## config.mk

```make
export PLATFORM = sky130hd
export DESIGN_NAME = distance_to_midi_controller_unit
export DESIGN_NICKNAME = d
export VERILOG_FILES = /design/src/hdl/dmc_pkg.sv /design/src/hdl/dmc_calc.sv /design/src/hdl/dmc_serializer.sv /design/src/hdl/distance_to_midi_controller_unit.sv
export SDC_FILE = /design/constraint.sdc
export NUM_CORES = 1
export LEC_CHECK = 0
export ABC_CLOCK_PERIOD_IN_PS = 7700
export BUFFER_PORTS_ARGS = -buffer_cell sky130_fd_sc_hd__buf_2
export CELL_PAD_IN_SITES_DETAIL_PLACEMENT = 1
export CELL_PAD_IN_SITES_GLOBAL_PLACEMENT = 1
export CORE_ASPECT_RATIO = 0.7
export CORE_MARGIN = 5
export CORE_UTILIZATION = 53
export DETAILED_ROUTE_END_ITERATION = 10
export PLACE_DENSITY = 0.95
export SLEW_MARGIN = 20
export SYNTH_ARGS = -nofsm -noshare
export SYNTH_HDL_FRONTEND = slang
export SYNTH_SLANG_ARGS = --single-unit
```

## constraint.sdc

```tcl
create_clock -name clk_i -period 7.7 [get_ports clk_i]
set_clock_uncertainty 0.2 [all_clocks]
set_input_delay 0.385 -clock clk_i [delete_from_list [all_inputs] [get_ports clk_i]]
set_output_delay 0.385 -clock clk_i [all_outputs]
set_load 0.05 [all_outputs]
```

## src/hdl/dmc_pkg.sv

```systemverilog
// Types, constants and message helpers for the distance-to-MIDI controller.
// Used by dmc_calc, dmc_serializer and distance_to_midi_controller_unit.
package dmc_pkg;

  localparam int unsigned RangeW = 8;
  localparam int unsigned ValW   = 7;
  localparam int unsigned DutyW  = 14;
  localparam int unsigned IdxW   = 4;

  localparam logic [ValW-1:0] ValMax      = 7'd127;
  localparam logic [ValW-1:0] NoteOffset  = 7'd10;
  localparam logic [ValW-1:0] NoteReset   = 7'd0;
  localparam logic [ValW-1:0] SentReset   = 7'd127;
  // x / 3 == (x * 171) >> 9 for every 8-bit x
  localparam logic [RangeW-1:0] Div3Mul   = 8'd171;
  localparam int unsigned       Div3Shift = 9;

  // MIDI bytes
  localparam logic [7:0] MidiCtrlChg  = 8'hB2;
  localparam logic [7:0] MidiAllOff   = 8'h7B;
  localparam logic [7:0] MidiZero     = 8'h00;
  localparam logic [7:0] MidiProgChg  = 8'hC2;
  localparam logic [7:0] MidiProgNum  = 8'h13;
  localparam logic [7:0] MidiNoteOn   = 8'h92;
  localparam logic [7:0] MidiMidVal   = 8'h40;
  localparam logic [7:0] MidiPitch    = 8'hE2;
  localparam logic [7:0] MidiVolMsb   = 8'h07;
  localparam logic [7:0] MidiVolLsb   = 8'h27;

  // Update offset in the start message, and last byte index per message kind
  localparam logic [IdxW-1:0] PosUpdate  = 4'd5;
  localparam logic [IdxW-1:0] LastNone   = 4'd0;
  localparam logic [IdxW-1:0] LastOff    = 4'd2;
  localparam logic [IdxW-1:0] LastStart  = 4'd12;
  localparam logic [IdxW-1:0] LastUpdate = 4'd7;

  typedef enum logic [1:0] {
    MSG_NONE,
    MSG_OFF,
    MSG_START,
    MSG_UPDATE
  } msg_kind_e;

  typedef struct packed {
    logic [RangeW-1:0] volume_range;
    logic              volume_error;
    logic [RangeW-1:0] pitch_range;
    logic              pitch_error;
  } in_item_t;

  typedef struct packed {
    logic [7:0]       midi_byte;
    logic             byte_valid;
    logic             last_byte;
    logic [DutyW-1:0] pwm_duty;
  } out_item_t;

  typedef struct packed {
    msg_kind_e        kind;
    logic [ValW-1:0]  note;
    logic [ValW-1:0]  vol;
    logic [DutyW-1:0] duty;
  } msg_t;

  function automatic logic [IdxW-1:0] msg_last_idx(msg_kind_e kind);
    logic [IdxW-1:0] r;
    case (kind)
      MSG_NONE:   r = LastNone;
      MSG_OFF:    r = LastOff;
      MSG_START:  r = LastStart;
      MSG_UPDATE: r = LastUpdate;
      default:    r = LastNone;
    endcase
    return r;
  endfunction

  function automatic logic [7:0] msg_byte(msg_kind_e kind, logic [IdxW-1:0] idx,
                                          logic [ValW-1:0] note, logic [ValW-1:0] vol);
    logic [IdxW-1:0] pos;
    logic [7:0]      b;
    // the update message is the tail of the start message
    pos = (kind == MSG_UPDATE) ? idx + PosUpdate : idx;
    b   = MidiZero;
    case (kind)
      MSG_OFF: begin
        case (idx)
          4'd0:    b = MidiCtrlChg;
          4'd1:    b = MidiAllOff;
          default: b = MidiZero;
        endcase
      end
      MSG_START, MSG_UPDATE: begin
        case (pos)
          4'd0:    b = MidiProgChg;
          4'd1:    b = MidiProgNum;
          4'd2:    b = MidiNoteOn;
          4'd3:    b = MidiMidVal;
          4'd4:    b = MidiMidVal;
          4'd5:    b = MidiPitch;
          4'd6:    b = {1'b0, note};
          4'd7:    b = {1'b0, note};
          4'd8:    b = MidiCtrlChg;
          4'd9:    b = MidiVolMsb;
          4'd10:   b = {1'b0, vol};
          4'd11:   b = MidiVolLsb;
          4'd12:   b = {1'b0, vol};
          default: b = MidiZero;
        endcase
      end
      default: b = MidiZero;
    endcase
    return b;
  endfunction

endpackage

```

## src/hdl/dmc_calc.sv

```systemverilog
// Volume/note computation and sent-state tracking; picks the message kind.
// Depends on dmc_pkg.
module dmc_calc (
  input  logic              clk_i,
  input  logic              rst_ni,
  input  logic              accept_i,
  input  dmc_pkg::in_item_t item_i,
  output dmc_pkg::msg_t     msg_o
);

  logic [dmc_pkg::ValW-1:0] held_note_q, sent_note_q, sent_vol_q;

  logic [2*dmc_pkg::RangeW-1:0] vol_prod, pitch_prod;
  logic [dmc_pkg::ValW-1:0]     vol_q3, pitch_q3;
  logic [dmc_pkg::ValW:0]       note_sum;
  logic [dmc_pkg::ValW-1:0]     note_new, note, vol;
  logic                         changed;
  dmc_pkg::msg_kind_e           kind;

  always_comb begin
    vol_prod   = {{dmc_pkg::RangeW{1'b0}}, item_i.volume_range}
               * {{dmc_pkg::RangeW{1'b0}}, dmc_pkg::Div3Mul};
    pitch_prod = {{dmc_pkg::RangeW{1'b0}}, item_i.pitch_range}
               * {{dmc_pkg::RangeW{1'b0}}, dmc_pkg::Div3Mul};
    vol_q3     = vol_prod[dmc_pkg::Div3Shift +: dmc_pkg::ValW];
    pitch_q3   = pitch_prod[dmc_pkg::Div3Shift +: dmc_pkg::ValW];

    note_sum = {1'b0, pitch_q3} + {1'b0, dmc_pkg::NoteOffset};
    note_new = (note_sum > {1'b0, dmc_pkg::ValMax}) ? dmc_pkg::ValMax
                                                    : note_sum[dmc_pkg::ValW-1:0];
    note     = item_i.pitch_error ? held_note_q : note_new;

    // a quotient of 8-bit / 3 never exceeds 127, so 127 - q never underflows
    if (item_i.volume_error || item_i.pitch_error) begin
      vol = '0;
    end else begin
      vol = dmc_pkg::ValMax - vol_q3;
    end

    changed = (note != sent_note_q) || (vol != sent_vol_q);
    if (!changed) begin
      kind = dmc_pkg::MSG_NONE;
    end else if (vol == '0) begin
      kind = dmc_pkg::MSG_OFF;
    end else if (sent_vol_q == '0) begin
      kind = dmc_pkg::MSG_START;
    end else begin
      kind = dmc_pkg::MSG_UPDATE;
    end

    msg_o.kind = kind;
    msg_o.note = note;
    msg_o.vol  = vol;
    msg_o.duty = {{dmc_pkg::ValW{1'b0}}, vol} * {{dmc_pkg::ValW{1'b0}}, vol};
  end

  always_ff @(posedge clk_i or negedge rst_ni) begin
    if (!rst_ni) begin
      held_note_q <= dmc_pkg::NoteReset;
      sent_note_q <= dmc_pkg::SentReset;
      sent_vol_q  <= dmc_pkg::SentReset;
    end else if (accept_i) begin
      held_note_q <= note;
      sent_note_q <= note;
      sent_vol_q  <= vol;
    end
  end

endmodule

```

## src/hdl/dmc_serializer.sv

```systemverilog
// Message register and byte serializer with a registered output slot.
// Depends on dmc_pkg.
module dmc_serializer (
  input  logic               clk_i,
  input  logic               rst_ni,
  input  logic               load_i,
  input  dmc_pkg::msg_t      msg_i,
  output logic               load_ready_o,
  output logic               out_valid_o,
  input  logic               out_ready_i,
  output dmc_pkg::out_item_t out_data_o
);

  logic                      msg_valid_q;
  dmc_pkg::msg_t             msg_q;
  logic [dmc_pkg::IdxW-1:0]  idx_q, last_idx;
  logic                      out_valid_q;
  dmc_pkg::out_item_t        out_q;
  logic                      out_free, emit, is_last;

  assign last_idx     = dmc_pkg::msg_last_idx(msg_q.kind);
  assign out_free     = !out_valid_q || out_ready_i;
  assign emit         = msg_valid_q && out_free;
  assign is_last      = (idx_q == last_idx);
  assign load_ready_o = !msg_valid_q || (out_free && is_last);

  always_ff @(posedge clk_i or negedge rst_ni) begin
    if (!rst_ni) begin
      msg_valid_q <= 1'b0;
      idx_q       <= '0;
      out_valid_q <= 1'b0;
    end else begin
      if (emit) begin
        out_valid_q <= 1'b1;
      end else if (out_ready_i) begin
        out_valid_q <= 1'b0;
      end
      if (load_i) begin
        msg_valid_q <= 1'b1;
        idx_q       <= '0;
      end else if (emit) begin
        if (is_last) begin
          msg_valid_q <= 1'b0;
          idx_q       <= '0;
        end else begin
          idx_q <= idx_q + 1'b1;
        end
      end
    end
  end

  always_ff @(posedge clk_i) begin
    if (load_i) begin
      msg_q <= msg_i;
    end
    if (emit) begin
      out_q.midi_byte  <= dmc_pkg::msg_byte(msg_q.kind, idx_q, msg_q.note, msg_q.vol);
      out_q.byte_valid <= (msg_q.kind != dmc_pkg::MSG_NONE);
      out_q.last_byte  <= is_last;
      out_q.pwm_duty   <= msg_q.duty;
    end
  end

  assign out_valid_o = out_valid_q;
  assign out_data_o  = out_q;

`ifndef SYNTHESIS
  // a new item only lands when the held message is gone or on its last byte
  a_load_safe: assert property (@(posedge clk_i) disable iff (!rst_ni)
    load_i |-> (!msg_valid_q || (emit && is_last)))
    else $error("item loaded over an unfinished message");

  a_idx_range: assert property (@(posedge clk_i) disable iff (!rst_ni)
    msg_valid_q |-> (idx_q <= last_idx))
    else $error("byte index past end of message");

  a_mid_msg: assert property (@(posedge clk_i) disable iff (!rst_ni)
    (emit && !is_last) |=> (msg_valid_q && (idx_q == $past(idx_q) + 1'b1)))
    else $error("message dropped before its last byte");

  a_empty_last: assert property (@(posedge clk_i) disable iff (!rst_ni)
    (out_valid_q && !out_q.byte_valid) |-> out_q.last_byte)
    else $error("no-change result not marked last");
`endif

endmodule

```

## src/hdl/distance_to_midi_controller_unit.sv

```systemverilog
// Top level of the distance-to-MIDI controller: calc stage feeding the serializer.
// Depends on dmc_pkg, dmc_calc, dmc_serializer.
//
//  channel | direction | handshake                | payload
//  in      | input     | in_valid_i / in_ready_o  | in_data_i  (dmc_pkg::in_item_t)
//  out     | output    | out_valid_o / out_ready_i| out_data_o (dmc_pkg::out_item_t)
//
// An item yields 1, 3, 8 or 13 result items, one per cycle while out_ready_i is high.
// The next item is taken in the cycle its predecessor's last byte moves into the output
// register. The first result passes through the message register and then the output
// register. Reset sets the held note to 0 and the sent note and volume to 127.
// Output stalls hold the output register and back-pressure the input via in_ready_o.
module distance_to_midi_controller_unit (
  input  logic               clk_i,
  input  logic               rst_ni,
  input  logic               in_valid_i,
  output logic               in_ready_o,
  input  dmc_pkg::in_item_t  in_data_i,
  output logic               out_valid_o,
  input  logic               out_ready_i,
  output dmc_pkg::out_item_t out_data_o
);

  logic          accept;
  dmc_pkg::msg_t msg;

  assign accept = in_valid_i && in_ready_o;

  dmc_calc u_calc (
    .clk_i    (clk_i),
    .rst_ni   (rst_ni),
    .accept_i (accept),
    .item_i   (in_data_i),
    .msg_o    (msg)
  );

  dmc_serializer u_ser (
    .clk_i        (clk_i),
    .rst_ni       (rst_ni),
    .load_i       (accept),
    .msg_i        (msg),
    .load_ready_o (in_ready_o),
    .out_valid_o  (out_valid_o),
    .out_ready_i  (out_ready_i),
    .out_data_o   (out_data_o)
  );

endmodule

```

==> metrics list <==
* Async set-reset flop share out of synthesis: approximately a third
- Estimated wirelength of the detail-placed design: 16400 um
* Skew-Pair Late Insertion Delay: 350 ps
- Critical path type: input pin to register
* Global-route wire length before repair: between 30000 and 40000 um
* Clock power share: roughly 15%
- Proportion of power drawn by flip-flops and latches: 22.6%
- The final-report hold violation count is 0.
* Failing checks: setup timing
- Ratio of final minimum period to clock period: 100%
- The run finished, with violations left.
* Endpoints failing setup: 1
- In the final layout, flip-flops and latches occupy about 2200 um^2.
- After the last flow step, the layout net total stands at just over 1000.
- Number of H-tree branching levels: 3
- The clock drives 78 sinks.
- Finished Cell Area: between 8000 and 9000 um^2
- At the end of the flow the core is filled with cells to a little over three fifths.
- Highest attainable clock frequency: 130 MHz
- The final layout contains routed wiring with a total length of 25300 um.
- Maximum clock insertion buffer count: 2
- In this run the cell area measured after placement is ~8000 um^2.
* Number of global-route vias before repair: around 7000
* Critical Path RT: ~7600 ps
- STA classifies the critical path startpoint as an input pin.
- Peak supply drop: about 0.00014 V
* Class of the tightest hold or removal check: input pin to register
- Critical Path AT: between 7000 and 8000 ps
- Entering global routing, the biggest net connects 28 pins.
* Sort of element at the end of the critical path: register
- Area of the die: 16600 um^2
- Number of antenna violations at the first check in global routing: 0
- From left edge to right edge, the die measures between 150 and 200 um.
- Crit Reg-Reg Startpoint: u_ser.msg_q[29]$_SDFFCE_PP0P_
- Synthesis produced just under 800 cells.
* Crit path max fanout: 5
- Layout overhead on the synthesized area: 16.9%
- The internal portion of the total power is ~1.7 mW.
- Number of DRC markers after the initial detailed-route iteration: between 600 and 700
* Time the worst path needs with I/O delays and setup: just under 8000 ps
- Placer's final routability congestion estimate: slightly below 0.9
- Area inside the core boundary: about 14000 um^2
- Final worst slack: -4.58 ps
* Detailed Routing Iterations Pass 1: 5
* Switching power share of the total: 49.9%
- Pin placement for this block handled 48 I/O pins.
- Headroom to the max-slew limit: 37.1%
* Register clock-pin slew on the reported worst setup and hold paths: around 70 ps
- Beginning of the worst hold path: in_valid_i
- Die Y-Extent: between 100 and 150 um
- Commonest cells after routing, fill and taps aside: 107 x sky130_fd_sc_hd__inv_1, 107 x sky130_fd_sc_hd__ha_1, 75 x sky130_fd_sc_hd__nand2_1
* Crit. Startpoint: in_data_i[11]
* Slowest cell on the critical path: sky130_fd_sc_hd__fa_1
- YS warnings: 0
- Stage delay of the slowest cell on the critical path: about 550 ps
- Power per cell area: 381 nW/um^2
* Clock tree from TritonCTS: built
* Global routing usage summed across all routing layers: 28.8%
* Cell leakage power: approximately 4.2 nW
- Dividing the synthesized area by the synthesized cell count gives ~9.7 um^2.
- FILL cells: 1548
* Number of violations of the max-capacitance limit: 0
- The tree is rooted in a sky130_fd_sc_hd__clkbuf_16.
* Detail Route Antenna Nets: 0
- The post-route netlist has between 20% and 30% of its cells at a drive strength greater than 1.
- Counting flops with a built-in enable in the synthesized netlist gives between 50 and 60.
* Initial Utilization: about 54%
- Most used flip-flop cell after synthesis: sky130_fd_sc_hd__edfxtp_1
- Netlist Area Pre-Place: around 7500 um^2
- Summed over all layers, the global routing overflow is 0.
* Sequential element share of the synthesized area: ~30%
- Sum of negative setup slack: -4.58 ps
- Synthesis instantiated roughly 80 different standard cells from the library.
- Post-route DRC: 0
- 0 antenna diodes ended up in the layout.
- Net switching power of the design: around 1.7 mW
- During placement, the flow inserted port buffers numbering 46.
- For the pin with the worst max-slew slack, the measured transition is 941 ps.
- Area occupied by multi-input gates: between 4000 and 5000 um^2
- In this design, the critical path's most frequently occurring cell is sky130_fd_sc_hd__fa_1.
- Buffers inserted during clock tree synthesis total 9.
- RSZ-0062 raised after global routing: true
* Proportion of power drawn by combinational gates: 62.8%
- Net count of the mapped netlist: between 900 and 1000
* Average detailed-routed wire length per instance: approximately 24 um
- The floorplan has 36 rows.
- Vias/cell: roughly 6.2
- #FFs+latches synth: slightly below 80
- For this block, the via count after detailed routing is roughly 6500.
* Final number of max-transition violations: 0
power groups by stage:
stage	logic [mW]	clock network (mW)	registers (mW)
after floorplan	1.21	0	0.814
after global placement	1.68	0	0.727
after detailed placement	1.84	0	0.739
after CTS	1.93	0.486	0.741
after global routing	2.22	0.507	0.760
final	2.09	0.489	0.753
through the flow:
step / worst slack, ps / std cells / hold WS [ps] / power [mW]
after floorplan: 0.250 / 772 / -111 / 2.03
after global placement: -101 / 1028 / 202 / 2.41
after detailed placement: -405 / 1028 / 206 / 2.57
after CTS: 12.4 / 1048 / 38.9 / 3.16
after global routing: -177 / 1055 / 43.9 / 3.48
final: -4.58 / 1055 / 41.4 / 3.33
metal layers:
metal / share of wire, % / routed length, um / vias to the layer above / track usage [%]
met5: 0 / 0 / - / 0
met4: 6.0 / 1510 / 0 / 15.0
met3: 6.4 / 1630 / 106 / 5.07
met2: 49 / 12300 / 353 / 51.9
met1: 39 / 9860 / 3191 / 33.5
li1: - / - / 2842 / -
what timing repair did:
item / CTS / global route
buffers inserted: 3 / 7
cloned: 0 / 0
endpoints found under the setup margin: 3 / 5
endpoints found under the hold margin: 13 / 0
pin swaps: 5 / 12
resized for setup: 8 / 26
hold buffers: 1 / 0
path summary, 6_finish.rpt:
kind                                                      to  slack [ps]  depth (start not counted)
setup / recovery                   u_ser.msg_q[13]$_DFFE_PP_          -5                         31
hold / removal                 u_ser.msg_valid_q$_DFFE_PN0P_          40                          2
setup reg to reg                  u_ser.idx_q[2]$_DFFE_PN0P_        3460                         12
hold reg to reg                u_ser.out_data_o[9]$_DFFE_PP_         220                          0
max in group asynchronous  u_calc.held_note_q[5]$_DFFE_PN0P_        6450                          2
min in group asynchronous  u_calc.held_note_q[4]$_DFFE_PN0P_         410                          2
cell type report:
cell class | instances | area share (%)
clock buffers | 9 | 2.57
clock inverters | 7 | 1.17
inverters | 114 | 4.89
multi-input cells | 562 | 56.2
flip-flops and latches | 78 | 25.4
well taps | 190 | 2.72
repair buffers | 95 | 7.05
kinds of logic after synthesis:
kind of cell,Yosys count,share of synthesized area (%)
AO/OA/AOI/OAI,155,14.7
XOR/XNOR,43,5.23
multiplexers,11,1.62
other,1,0.0501
adder cells (fa/ha/maj),148,28.4
AND/OR/NAND/NOR,204,13.3
buffers and inverters,132,6.97
flip-flops,78,29.7
critical path, delay by kind of cell:
kind,cells,cell delay (ps)
adder cells (fa/ha/maj),10,4080
AO/OA/AOI/OAI,7,1500
AND/OR/NAND/NOR,4,870
buffers and inverters,7,410
XOR/XNOR,3,360
cells in the mapped netlist (all sizes together), types with 3 or more instances:
cell	number	area share, %
inv	114	5.7
nor2	58	2.9
fa	37	9.9
nor2b	3	0.35
nand3b	4	0.40
buf	7	0.70
xor2	14	1.7
a21oi	35	2.8
edfxtp	51	20
a211o	4	0.47
or2	4	0.33
dfrtp	13	4.3
dfstp	14	4.9
mux2i	8	1.2
a2111oi	4	0.72
a21o	10	1.0
nor4	6	0.50
or3	6	0.50
nor3	11	1.2
o21a	8	0.80
a211oi	5	0.57
ha	110	18
xnor2	29	3.5
a22oi	3	0.30
a31oi	6	0.59
o22ai	4	0.33
nand3	4	0.27
nand2b	10	0.84
nand2	77	3.9
clkbuf	11	0.55
mux2	3	0.45
and3	3	0.25
a221oi	3	0.59
nand4	8	0.87
and2	6	0.50
o21ai	49	3.4
flip-flops by register name, summed over array words and instances (netlist names):
register and cells:
u_ser.msg_q 28, u_calc.sent_note_q 7, u_calc.held_note_q 7, u_calc.sent_vol_q 7, u_ser.msg_valid_q 1, u_ser.out_data_o 23, u_ser.idx_q 4, u_ser.out_valid_o 1
Power figures use the tool's default switching activity.
